**config.mk**
```make
export PLATFORM = sky130hd
export DESIGN_NAME = inode_cache_refcount_table_core
export DESIGN_NICKNAME = d
export VERILOG_FILES = /design/src/rtl/icrt_pkg.sv /design/src/rtl/icrt_table.sv /design/src/rtl/inode_cache_refcount_table_core.sv
export SDC_FILE = /design/constraint.sdc
export NUM_CORES = 2
export LEC_CHECK = 0
export ABC_AREA = 1
export BUFFER_PORTS_ARGS = -buffer_cell sky130_fd_sc_hd__buf_2
export CAP_MARGIN = 20
export CORE_MARGIN = 2
export CORE_UTILIZATION = 50
export DETAILED_ROUTE_END_ITERATION = 6
export PLACE_DENSITY = 0.66
export SLEW_MARGIN = 20
export SYNTH_ARGS = -nofsm -noshare
export SYNTH_HDL_FRONTEND = slang
export SYNTH_SLANG_ARGS = --single-unit
```
**constraint.sdc**
```tcl
create_clock -name clk -period 6.55 [get_ports clk]
set_input_delay 0.9825 -clock clk [delete_from_list [all_inputs] [get_ports clk]]
set_output_delay 0.9825 -clock clk [all_outputs]
set_load 0.005 [all_outputs]
```
**src/rtl/icrt_pkg.sv**
```systemverilog
// icrt_pkg: shared types and codes for the inode cache reference-count table.
// Holds the table entry layout, result status codes and controller states.
// No dependencies; imported by icrt_table and inode_cache_refcount_table_core.
`default_nettype none

package icrt_pkg;

  // one cached inode entry as held in the table memory
  typedef struct packed {
    logic [7:0]  device;
    logic [31:0] inode;
    logic [7:0]  refs;
    logic        dirty;
  } entry_t;

  // request opcodes
  localparam logic CMD_GET = 1'b0;
  localparam logic CMD_PUT = 1'b1;

  // result status codes
  typedef enum logic [2:0] {
    STS_HIT      = 3'd0,
    STS_LOAD     = 3'd1,
    STS_FULL     = 3'd2,
    STS_HELD     = 3'd3,
    STS_CLEAN    = 3'd4,
    STS_WRITE    = 3'd5,
    STS_IDLE_PUT = 3'd6
  } status_t;

  // controller states
  typedef enum logic [1:0] {
    ST_IDLE,
    ST_SCAN,
    ST_PUT
  } state_t;

  // configuration register indexes (word address bits above the byte offset)
  localparam logic REG_TABLE_START = 1'b0;

  // slot widened far enough to compare against any legal table size
  localparam int SLOT_EXT_W = 9;

  // inodes per disk block is eight: shift and mask width
  localparam int INO_SHIFT = 3;

endpackage

`default_nettype wire

```
**src/rtl/icrt_table.sv**
```systemverilog
// icrt_table: entry memory of the inode cache, one read and one write port.
// Read data is registered; entries never written read as all zero via valid bits.
// Depends on icrt_pkg for the entry layout.
`default_nettype none

module icrt_table #(
  parameter int TABLE_ENTRIES = 64,
  parameter int IW            = 6
) (
  input  wire logic            clk,
  input  wire logic            rst_n,
  input  wire logic [IW-1:0]   rd_addr,
  output icrt_pkg::entry_t     rd_entry,
  input  wire logic            wr_en,
  input  wire logic [IW-1:0]   wr_addr,
  input  icrt_pkg::entry_t     wr_entry
);
  import icrt_pkg::*;

  entry_t                   mem [TABLE_ENTRIES];
  logic [TABLE_ENTRIES-1:0] valid_r;
  entry_t                   rd_q_r;
  logic                     rd_vld_r;

  // storage write
  always_ff @(posedge clk) begin
    if (wr_en) begin
      mem[wr_addr] <= wr_entry;
    end
  end

  // per-entry valid marks, cleared together at reset
  always_ff @(posedge clk) begin
    if (!rst_n) begin
      valid_r <= '0;
    end else if (wr_en) begin
      valid_r[wr_addr] <= 1'b1;
    end
  end

  // registered read
  always_ff @(posedge clk) begin
    rd_q_r <= mem[rd_addr];
  end

  always_ff @(posedge clk) begin
    if (!rst_n) begin
      rd_vld_r <= 1'b0;
    end else begin
      rd_vld_r <= valid_r[rd_addr];
    end
  end

  // an unwritten entry reads as the reset value
  assign rd_entry = rd_vld_r ? rd_q_r : '0;

endmodule

`default_nettype wire

```
**src/rtl/inode_cache_refcount_table_core.sv**
```systemverilog
// inode_cache_refcount_table_core: top level of the reference-counted inode cache.
// Depends on icrt_pkg and icrt_table (entry memory).
//
// Usage:
//   A request word is taken at a clock edge with start high and busy low.
//   in_cmd selects get (look up device and inode, take a reference, allocate
//   the lowest idle entry on a miss) or put (release a reference on in_slot).
//   Exactly one result word follows each request: out_valid is high for one
//   cycle with the status, slot, count and, for load and write-back, the disk
//   block and offset. The receiver cannot hold results off.
//   Timing: a get walks the table one entry a cycle through the memory read
//   port, stopping at the first match. A put is one read and one write.
//   busy drops in the cycle the result is shown, so the next request may be
//   taken alongside it.
//   The APB register at byte address 0 holds the first block of the on-disk
//   inode table; the user must write it only while the block is idle, as
//   the block itself does not enforce this.
//   Reset (rst_n low, synchronous) empties the table through per-entry
//   valid marks and clears the register; no clearing pass is needed.
`default_nettype none

module inode_cache_refcount_table_core #(
  parameter int TABLE_ENTRIES = 64
) (
  input  wire logic        clk,
  input  wire logic        rst_n,
  // request channel
  input  wire logic        start,
  output logic             busy,
  input  wire logic        in_cmd,
  input  wire logic [7:0]  in_device,
  input  wire logic [31:0] in_inode_number,
  input  wire logic [5:0]  in_slot,
  input  wire logic        in_mark_modified,
  // result channel
  output logic             out_valid,
  output logic [2:0]       out_status,
  output logic [5:0]       out_result_slot,
  output logic [7:0]       out_ref_count,
  output logic [31:0]      out_disk_block,
  output logic [2:0]       out_block_offset,
  // configuration port
  input  wire logic        psel,
  input  wire logic        penable,
  input  wire logic        pwrite,
  input  wire logic [2:0]  paddr,
  input  wire logic [31:0] pwdata,
  output logic [31:0]      prdata,
  output logic             pready
);
  import icrt_pkg::*;

  localparam int IW = (TABLE_ENTRIES > 1) ? $clog2(TABLE_ENTRIES) : 1;
  localparam logic [IW-1:0] LAST_IDX = IW'(TABLE_ENTRIES - 1);
  localparam logic [SLOT_EXT_W-1:0] ENTRIES_EXT = SLOT_EXT_W'(TABLE_ENTRIES);

  state_t          state_r, state_nxt;

  // request holding registers
  logic [7:0]      req_dev_r;
  logic [31:0]     req_ino_r;
  logic [31:0]     req_pos_r;
  logic [5:0]      req_slot_r;
  logic            req_mod_r;
  logic            req_inrange_r;

  // scan bookkeeping
  logic [IW-1:0]   cnt_r, cnt_nxt;
  logic            free_found_r, free_found_nxt;
  logic [IW-1:0]   free_idx_r, free_idx_nxt;

  // result registers
  logic            out_valid_r, out_valid_nxt;
  status_t         out_status_r, out_status_nxt;
  logic [5:0]      out_slot_r, out_slot_nxt;
  logic [7:0]      out_count_r, out_count_nxt;
  logic            out_loc_r, out_loc_nxt;
  logic [31:0]     out_pos_r, out_pos_nxt;

  logic [31:0]     table_start_r;

  // memory port signals
  logic [IW-1:0]   rd_addr;
  entry_t          rd_entry;
  logic            wr_en;
  logic [IW-1:0]   wr_addr;
  entry_t          wr_entry;

  logic            accept;
  logic [SLOT_EXT_W-1:0] slot_ext;
  logic            scan_match;
  logic            scan_free;
  logic            scan_last;
  logic            put_live;
  logic [7:0]      put_refs;
  logic            put_dirty;

  assign accept   = start && !busy;
  assign busy     = (state_r != ST_IDLE);
  assign slot_ext = SLOT_EXT_W'(in_slot);

  // entry memory
  icrt_table #(
    .TABLE_ENTRIES(TABLE_ENTRIES),
    .IW           (IW)
  ) u_table (
    .clk     (clk),
    .rst_n   (rst_n),
    .rd_addr (rd_addr),
    .rd_entry(rd_entry),
    .wr_en   (wr_en),
    .wr_addr (wr_addr),
    .wr_entry(wr_entry)
  );

  // configuration register
  assign pready = 1'b1;

  always_ff @(posedge clk) begin
    if (!rst_n) begin
      table_start_r <= '0;
    end else if (psel && penable && pwrite && (paddr[2] == REG_TABLE_START)) begin
      table_start_r <= pwdata;
    end
  end

  assign prdata = (paddr[2] == REG_TABLE_START) ? table_start_r : '0;

  // conditions on the entry coming out of the memory
  assign scan_match = (rd_entry.device == req_dev_r) && (rd_entry.inode == req_ino_r);
  assign scan_free  = (rd_entry.refs == 8'd0);
  assign scan_last  = (cnt_r == LAST_IDX);
  assign put_live   = req_inrange_r && (rd_entry.refs != 8'd0);
  assign put_refs   = rd_entry.refs - 8'd1;
  assign put_dirty  = rd_entry.dirty | req_mod_r;

  // read address: first entry or the named slot on accept, next entry while scanning
  always_comb begin
    rd_addr = '0;
    unique case (state_r)
      ST_IDLE: rd_addr = (accept && (in_cmd == CMD_PUT)) ? slot_ext[IW-1:0] : '0;
      ST_SCAN: rd_addr = cnt_r + 1'b1;
      ST_PUT:  rd_addr = '0;
      default: rd_addr = '0;
    endcase
  end

  // next state
  always_comb begin
    state_nxt = state_r;
    unique case (state_r)
      ST_IDLE: begin
        if (accept) begin
          state_nxt = (in_cmd == CMD_PUT) ? ST_PUT : ST_SCAN;
        end
      end
      ST_SCAN: begin
        if (scan_match || scan_last) begin
          state_nxt = ST_IDLE;
        end
      end
      ST_PUT:  state_nxt = ST_IDLE;
      default: state_nxt = ST_IDLE;
    endcase
  end

  // outputs of the controller: table write-back, scan tracking and result word
  always_comb begin
    wr_en          = 1'b0;
    wr_addr        = cnt_r;
    wr_entry       = rd_entry;
    cnt_nxt        = cnt_r;
    free_found_nxt = free_found_r;
    free_idx_nxt   = free_idx_r;
    out_valid_nxt  = 1'b0;
    out_status_nxt = out_status_r;
    out_slot_nxt   = out_slot_r;
    out_count_nxt  = out_count_r;
    out_loc_nxt    = out_loc_r;
    out_pos_nxt    = out_pos_r;
    unique case (state_r)
      ST_IDLE: begin
        if (accept) begin
          cnt_nxt        = '0;
          free_found_nxt = 1'b0;
          free_idx_nxt   = '0;
        end
      end
      ST_SCAN: begin
        if (scan_match) begin
          // hit: raise the count, saturating at the top
          wr_en          = 1'b1;
          wr_entry.refs  = (rd_entry.refs == 8'hFF) ? 8'hFF : rd_entry.refs + 8'd1;
          out_valid_nxt  = 1'b1;
          out_status_nxt = STS_HIT;
          out_slot_nxt   = 6'(cnt_r);
          out_count_nxt  = wr_entry.refs;
          out_loc_nxt    = 1'b0;
        end else if (scan_last) begin
          out_valid_nxt = 1'b1;
          if (free_found_r || scan_free) begin
            // miss: claim the lowest idle entry
            wr_en          = 1'b1;
            wr_addr        = free_found_r ? free_idx_r : cnt_r;
            wr_entry       = '{device: req_dev_r, inode: req_ino_r, refs: 8'd1, dirty: 1'b0};
            out_status_nxt = STS_LOAD;
            out_slot_nxt   = 6'(wr_addr);
            out_count_nxt  = 8'd1;
            out_loc_nxt    = 1'b1;
            out_pos_nxt    = req_pos_r;
          end else begin
            out_status_nxt = STS_FULL;
            out_slot_nxt   = '0;
            out_count_nxt  = '0;
            out_loc_nxt    = 1'b0;
          end
        end else begin
          cnt_nxt = cnt_r + 1'b1;
          if (scan_free && !free_found_r) begin
            free_found_nxt = 1'b1;
            free_idx_nxt   = cnt_r;
          end
        end
      end
      ST_PUT: begin
        out_valid_nxt = 1'b1;
        out_slot_nxt  = req_slot_r;
        out_loc_nxt   = 1'b0;
        wr_addr       = IW'(req_slot_r);
        if (!put_live) begin
          out_status_nxt = STS_IDLE_PUT;
          out_count_nxt  = '0;
        end else begin
          wr_en          = 1'b1;
          wr_entry.refs  = put_refs;
          wr_entry.dirty = put_dirty;
          out_count_nxt  = put_refs;
          if (put_refs != 8'd0) begin
            out_status_nxt = STS_HELD;
          end else if (!put_dirty) begin
            out_status_nxt = STS_CLEAN;
          end else begin
            out_status_nxt = STS_WRITE;
            out_loc_nxt    = 1'b1;
            out_pos_nxt    = rd_entry.inode - 32'd1;
          end
        end
      end
      default: begin
        wr_en = 1'b0;
      end
    endcase
  end

  // control registers
  always_ff @(posedge clk) begin
    if (!rst_n) begin
      state_r      <= ST_IDLE;
      out_valid_r  <= 1'b0;
      cnt_r        <= '0;
      free_found_r <= 1'b0;
    end else begin
      state_r      <= state_nxt;
      out_valid_r  <= out_valid_nxt;
      cnt_r        <= cnt_nxt;
      free_found_r <= free_found_nxt;
    end
  end

  // payload registers
  always_ff @(posedge clk) begin
    free_idx_r   <= free_idx_nxt;
    out_status_r <= out_status_nxt;
    out_slot_r   <= out_slot_nxt;
    out_count_r  <= out_count_nxt;
    out_loc_r    <= out_loc_nxt;
    out_pos_r    <= out_pos_nxt;
    if (accept) begin
      req_dev_r     <= in_device;
      req_ino_r     <= in_inode_number;
      req_pos_r     <= in_inode_number - 32'd1;
      req_slot_r    <= in_slot;
      req_mod_r     <= in_mark_modified;
      req_inrange_r <= (slot_ext < ENTRIES_EXT);
    end
  end

  // result word
  assign out_valid        = out_valid_r;
  assign out_status       = out_status_r;
  assign out_result_slot  = out_slot_r;
  assign out_ref_count    = out_count_r;
  assign out_disk_block   = out_loc_r ?
                            table_start_r + {{INO_SHIFT{1'b0}}, out_pos_r[31:INO_SHIFT]} : '0;
  assign out_block_offset = out_loc_r ? out_pos_r[INO_SHIFT-1:0] : '0;

  // checks
  a_result_follows_work: assert property (@(posedge clk) disable iff (!rst_n)
    out_valid |-> ($past(state_r) != ST_IDLE))
    else $error("result word without a request in progress");

  a_accept_goes_busy: assert property (@(posedge clk) disable iff (!rst_n)
    (start && !busy) |=> busy)
    else $error("accepted request did not raise busy");

  a_scan_in_table: assert property (@(posedge clk) disable iff (!rst_n)
    (state_r == ST_SCAN) |-> (cnt_r <= LAST_IDX))
    else $error("scan index beyond the table");

  a_full_is_empty: assert property (@(posedge clk) disable iff (!rst_n)
    (out_valid && (out_status == STS_FULL)) |->
      ((out_result_slot == 6'd0) && (out_ref_count == 8'd0) && (out_disk_block == 32'd0)))
    else $error("table full result carries entry data");

  a_write_only_at_end: assert property (@(posedge clk) disable iff (!rst_n)
    wr_en |=> out_valid)
    else $error("table write without a result");

endmodule

`default_nettype wire
```
### Word level (Yosys, flattened, before mapping)

Memories as Yosys holds them, arrays and structs flattened. A register that Yosys moved wholly into a read port is not among the register bits.
Cells that the tools add are included.

* bitwise gates (word level): 3
* $add $sub $neg: 6
* multiplexer cells: 80
* equal/unequal tests: 17
* divide/modulo/power cells: 0
* $mul: 0
* shifts and indexed selects: 0
* $lt $le $gt $ge: 4
* reduce and logical (&&, ||, !) cells: 25

Operator list (number)
* two-way mux 32 bit: 8
* two-way mux 49 bit: 3
* two-way mux 6 bit: 14
* two-way mux 40 bit: 2
* bitwise OR 64 bit: 1
* case mux 32 bit (2 select lines): 1
* subtractor 32 x 1 -> 32 bit, second input constant: 2
* case mux 6 bit (2 select lines): 5
* two-way mux 8 bit: 5
* adder 32 x 29 -> 32 bit: 1
* == test 32 bit: 1
* two-way mux 1 bit: 22
* < comparator 6 x 7 -> 1 bit, second input constant: 3
* inequality test 2 bit, second input constant: 10
* case mux 9 bit (2 select lines): 1
* case mux 8 bit (2 select lines): 1
* nonzero test 8 bit: 2
* two-way mux 3 bit: 5
* logical AND 1 bit: 9
* two-way mux 9 bit: 1
* adder 8 x 1 -> 8 bit, second input constant: 1
* == test 8 bit: 1
* == test 8 bit, second input constant: 1
* logical NOT 8 bit: 1
* 23 further kinds: 34

* latch bits: 0
* word-level logic and storage cells: 155
* input port bits: 89
* output and inout port bits: 87
* memories kept: 1
* memory bits (writable): 3136
* bits in read-only memories: 0
* flip-flop bits (word level): 243

Memories
* u_table.mem: depth 64, width 49, rd ports 1, clocked after memory_dff 1, write ports 1, RTL line icrt_table.sv:20 `entry_t mem [TABLE_ENTRIES];`

### Longest topological paths before layout

* depth in word-level cells: 12
* gate-level depth with buffers: 21
* depth with buffers taken out: 18

### Cells and area by module

A second synthesis with hierarchy kept.

* cell total of the unflattened synthesis: 12357
* area, all modules: 141540.7 um^2

By module, submodules not included
* icrt_table: cells each 10700, area each 129357.8 um^2, seq. area each 96452.5 um^2, times used 1
* inode_cache_refcount_table_core: cells each 1657, area each 12182.9 um^2, seq. area each 4894.7 um^2, times used 1

### Worst setup path after synthesis

Ideal clock, no wire load.

* path kind: register to register
* start point: reg u_table.rd_vld_r
* end point: reg out_pos_r[0], enable pin
* clock period less this slack: 5.536 ns
* required time: 6.049 ns
* library setup time: 0.501 ns
* setup slack: 1.014 ns
* cell stages (with the launch flop): 13
* data arrival time: 5.034 ns
* buffers on the path: 3
* cell sequence: dfxtp_1 buf_4 buf_6 buf_2 nand2_1 inv_1 nor4_1 nand3_1 xor2_1 inv_1 nor2_1 a21oi_1 nor4_1

* word-level cells in the longest chain between the ends: 5
* elaborated cells on any way between the ends: 17
* classes of those cells: add/sub: 1; eq/ne: 7; mux: 1; bitwise: 1; reduce/logical: 7

Ends and longest elaborated chain
* from (decl): RTL line icrt_table.sv:23 `logic rd_vld_r;`
* from (signal assigned): RTL line icrt_table.sv:50 `rd_vld_r <= valid_r[rd_addr];`
* two-way mux 49 bit (*): RTL line icrt_table.sv:55 `assign rd_entry = rd_vld_r ? rd_q_r : '0;`
* subtractor 8 x 1 -> 8 bit (tied with other cells): RTL line inode_cache_refcount_table_core.sv:134 `assign put_refs = rd_entry.refs - 8'd1;`
* nonzero test 8 bit (tied with other cells): RTL line inode_cache_refcount_table_core.sv:238 `if (put_refs != 8'd0) begin`
* inequality test 2 bit (no source line)
* AND reduction 7 bit (no source line) (*)
* to (signal assigned): RTL line inode_cache_refcount_table_core.sv:277 `out_pos_r <= out_pos_nxt;`
* to (decl): RTL line inode_cache_refcount_table_core.sv:78 `logic [31:0] out_pos_r, out_pos_nxt;`

Mark *: on every way between the ends. The rest lies on a longest branch, timed or not.
A chain may end at the register's enable or synchronous reset.

### Worst setup path in the final report

* start point: reg u_table.rd_vld_r
* end point: mem u_table.mem[21][31] (netlist bit), enable pin

* word-level cells in the longest chain between the ends: 9
* elaborated cells on any way between the ends: 19
* classes of those cells: eq/ne: 2; mux: 12; reduce/logical: 5

Ends and longest elaborated chain
* two-way mux 49 bit (*): RTL line icrt_table.sv:55
* logical NOT 8 bit: RTL line inode_cache_refcount_table_core.sv:131 `assign scan_free = (rd_entry.refs == 8'd0);`
* logical OR 1 bit: RTL line inode_cache_refcount_table_core.sv:201 `if (free_found_r || scan_free) begin`
* two-way mux 1 bit: RTL line inode_cache_refcount_table_core.sv:201
* two-way mux 1 bit: RTL line inode_cache_refcount_table_core.sv:199 `end else if (scan_last) begin`
* two-way mux 1 bit: RTL line inode_cache_refcount_table_core.sv:190 `if (scan_match) begin`
* case mux 1 bit (2 select lines): RTL line inode_cache_refcount_table_core.sv:181 `unique case (state_r)`
* two-way mux 1 bit: RTL line icrt_table.sv:27 `if (wr_en) begin`
* two-way mux 1 bit (not written as such): RTL line icrt_table.sv:28 `mem[wr_addr] <= wr_entry;`
* to (decl): RTL line icrt_table.sv:20

Marks and branches as above.

==> run_results.csv <==
group,metric,value,unit
status,outcome,"finished with violations",
status,violations,"DRC",
grt,grt-ovfl-total,0,
cts,cts_root_buf,"clkbuf_16",
logic_synthesis,synth_top_family_by_area,"compound AO/OA/AOI/OAI gates",
flow_run,maxCapViolCount,0,
place,globalplace.congestion,0.8966,
floorplan,initial_utilization,0.5020,
timing,fin_tns_setup,0,ns
logic_synthesis,yosysUniqueCellTypes,48,
critical_path,start_kind,"flop",
final_layout,fin_util,0.5658,
floorplan,io_pins,176,
critical_path,max_stage_delay,0.80,ns
place,place_ws,1.209,ns
grt,track_usage,0.2799,
critical_path,cp_max_fo,63,
cts,clock_path_buffers,4,
cts,cts_tree,"done",
drt,first_pass_iters,7,
drt,final_antenna_net_count,0,
logic_synthesis,synthMuxAreaShare,0,
floorplan,die-height,527.7,um
floorplan,num_rows,192,
final_layout,seqCellArea,0.1014,mm2
cts,clock-sinks,3427,
floorplan,dieArea,0.2785,mm2
drt,drt_iter0_drc,12980,
drt,drc_errors,4,
timing,finalClockSkew,0.06202,ns
power_and_ir_drop,power_leakage,50.90,nW
logic_synthesis,synth_xor_xnor_area_share,0.004152,
grt,grt_pass1_vias,88590,
critical_path,cp_common_cell,"nand2_1",
timing,worst_pin_slew,1.162,ns
logic_synthesis,netlist_area,0.1371,mm2
logic_synthesis,synth_cells,10760,
final_layout,final_nets,10960,
critical_path,crit_buf_inv,4,
final_layout,design_area,0.1545,mm2
min_path,hold_path_class,"in -> reg",
logic_synthesis,synthAdderAreaFrac,0.003796,
final_layout,multi_input_area,0.03229,mm2
timing,rsz0062_at_grt,"false",
logic_synthesis,syn-num-nets,10890,
timing,post-route-period-util,0.8508,
timing,worst_slack,0.9773,ns
critical_path,r2r_slack,0.98,ns
floorplan,coreArea,0.2731,mm2
power_and_ir_drop,cellPowerDensity,315.2,mW/mm2
critical_path,cp-end-kind,"flop",
drt,via_per_inst,6.335,
cts,htree_levels,5,
critical_path,critPathTopFamily,"simple AND/OR/NAND/NOR gates",
place,place_area,0.1436,mm2
logic_synthesis,synthSimpleGateAreaFrac,0.08252,
final_layout,fillers,21320,
timing,finalSetupViolCount,0,
cts,hold_buffers,0,
cts,cts_inserted_buffers,347,
grt,antenna_found_initial,39,
timing,fin_crit,5.573,ns
logic_synthesis,yosysSeqAreaShare,0.7391,
drt,vias,93040,
final_layout,drive_above_1_share,0.1002,
critical_path,crit_chain,"nand2_1 > nand2_1 > nand3b_1 > nor2_1 > nand2_1 > nor2_4 > nand3_2 > buf_4 > nand3_1 > nand2_1 > a21oi_1 > nand3_1 > inv_1 > nand2_1 > inv_4 > buf_4",
logic_synthesis,yosysWarnings,0,
critical_path,required,7.13,ns
place,portBuffers,172,
floorplan,die_w,527.7,um
logic_synthesis,synth-compound-area-share,0.1396,
timing,drv_slew,0,
drt,drt_wl_total,401200,um
timing,timing.slew.headroom,0.2256,
grt,grt_max_degree,193,
grt,grt_pass1_wl,580800,um
cts,clock_latency,0.89,ns
timing,hold_viol,0,
power_and_ir_drop,vdd_drop_max,221.8,uV
final_layout,mostFrequentLayoutCells,"edfxtp_1 (3271), nor2_1 (1981), o21ai_0 (1893)",
logic_synthesis,ys_ff_latch,3427,
place,hpwl,219300,um
cts,cts_setup_buffers,0,
timing,fmax,0.1794,GHz
logic_synthesis,avgSynthCellArea,12.74,um2
critical_path,cp_slowest_cell,"dfxtp_4",
critical_path,crit_type,"reg -> reg",
power_and_ir_drop,power,48.71,mW
final_layout,syn2layout_area_growth,12.70,%
drt,routedWlPerCell,27.32,um
cts,cts_resized,0,
final_layout,layout_commonest_cell,"edfxtp_1",
cts,path_clk_slew,0.06,ns
critical_path,worstPathArrival,6.16,ns
-- per-layer routing --
layer / vias to the layer above / GRT usage / share of wire
met2: 5601 / 0.4419 / 0.46
met3: 841 / 0.06429 / 0.12
li1: 40310 / - / -
met5: - / 0.003290 / 0.00078
met4: 32 / 0.08898 / 0.032
met1: 46260 / 0.3857 / 0.39
-- worst paths after layout --
path,end,cells after the start,startpoint
setup / recovery,u_table.mem[21][31],16,u_table.rd_vld_r
hold / removal,req_dev_r[1],1,in_device[1]
hold reg to reg,u_table.valid_r[4],2,u_table.valid_r[4]
setup reg to reg,u_table.mem[21][31],16,u_table.rd_vld_r
-- layout make-up --
type,count,area share
Sequential cell,3427,0.6558
Multi-Input combinational cell,6264,0.2089
Clock buffer,444,0.06032
Tap cell,3589,0.02906
Timing Repair Buffer,467,0.02835
Clock inverter,172,0.008898
Inverter,318,0.008509
Antenna cell,6,0.00009716
-- cells by family (layout without fill, tap and decap cells) --
group                    after synthesis  after routing
flip-flops                          3427           3427
AO/OA/AOI/OAI                       3307           3307
AND/OR/NAND/NOR                     2850           2850
buffers and inverters               1072           1401
XOR/XNOR                              65             65
adder cells (fa/ha/maj)               41             41
other                                  1              7
-- synth_stat cells (all sizes together) --
cell type | number | share of area
o21a | 6 | 0.00033
xor2 | 43 | 0.0027
o21bai | 4 | 0.00022
o32ai | 1 | 0.000064
a31o | 1 | 0.000064
a31oi | 21 | 0.00096
ha | 40 | 0.0036
nor3 | 22 | 0.00084
o31ai | 1 | 0.000055
nor4b | 1 | 0.000064
fa | 1 | 0.00015
o211ai | 256 | 0.014
clkinv | 7 | 0.00019
conb | 1 | 0.000027
o221ai | 300 | 0.019
nor2 | 2008 | 0.055
xnor2 | 22 | 0.0014
a221oi | 1 | 0.000064
nor3b | 2 | 0.00011
nand3 | 282 | 0.010
o21ai | 1936 | 0.071
dfxtp | 156 | 0.023
nand3b | 3 | 0.00016
a21oi | 202 | 0.0075
a22o | 3 | 0.00019
a211oi | 3 | 0.00016
a21boi | 1 | 0.000055
clkbuf | 617 | 0.017
or2 | 5 | 0.00023
nor4 | 6 | 0.00032
nand4 | 18 | 0.00082
buf | 137 | 0.0052
edfxtp | 3271 | 0.72
o22ai | 571 | 0.026
inv | 311 | 0.0085
nand2 | 503 | 0.014
-- flip-flops by register name, indices dropped and copies added, names as in the netlist, 32 cells and up --
signal and cells:
u_table.mem 3136, u_table.valid_r 64, u_table.rd_q_r 49, out_pos_r 32, req_ino_r 32, req_pos_r 32, table_start_r 32
-- where the power goes --
part / internal, mW / switching, mW
Clock: 10.8 / 8.17
Sequential: 24.6 / 0.137
Combinational: 1.23 / 3.78
-- metrics by stage --
step	hold WS [ns]	cells
after global placement	0.4343	14050
after global routing	0.2437	14680
after CTS	0.2137	14670
final	0.2660	14690
after floorplan	0.4268	10760
after detailed placement	0.4417	14060
No activity file was read; power rests on OpenSTA's default activity.
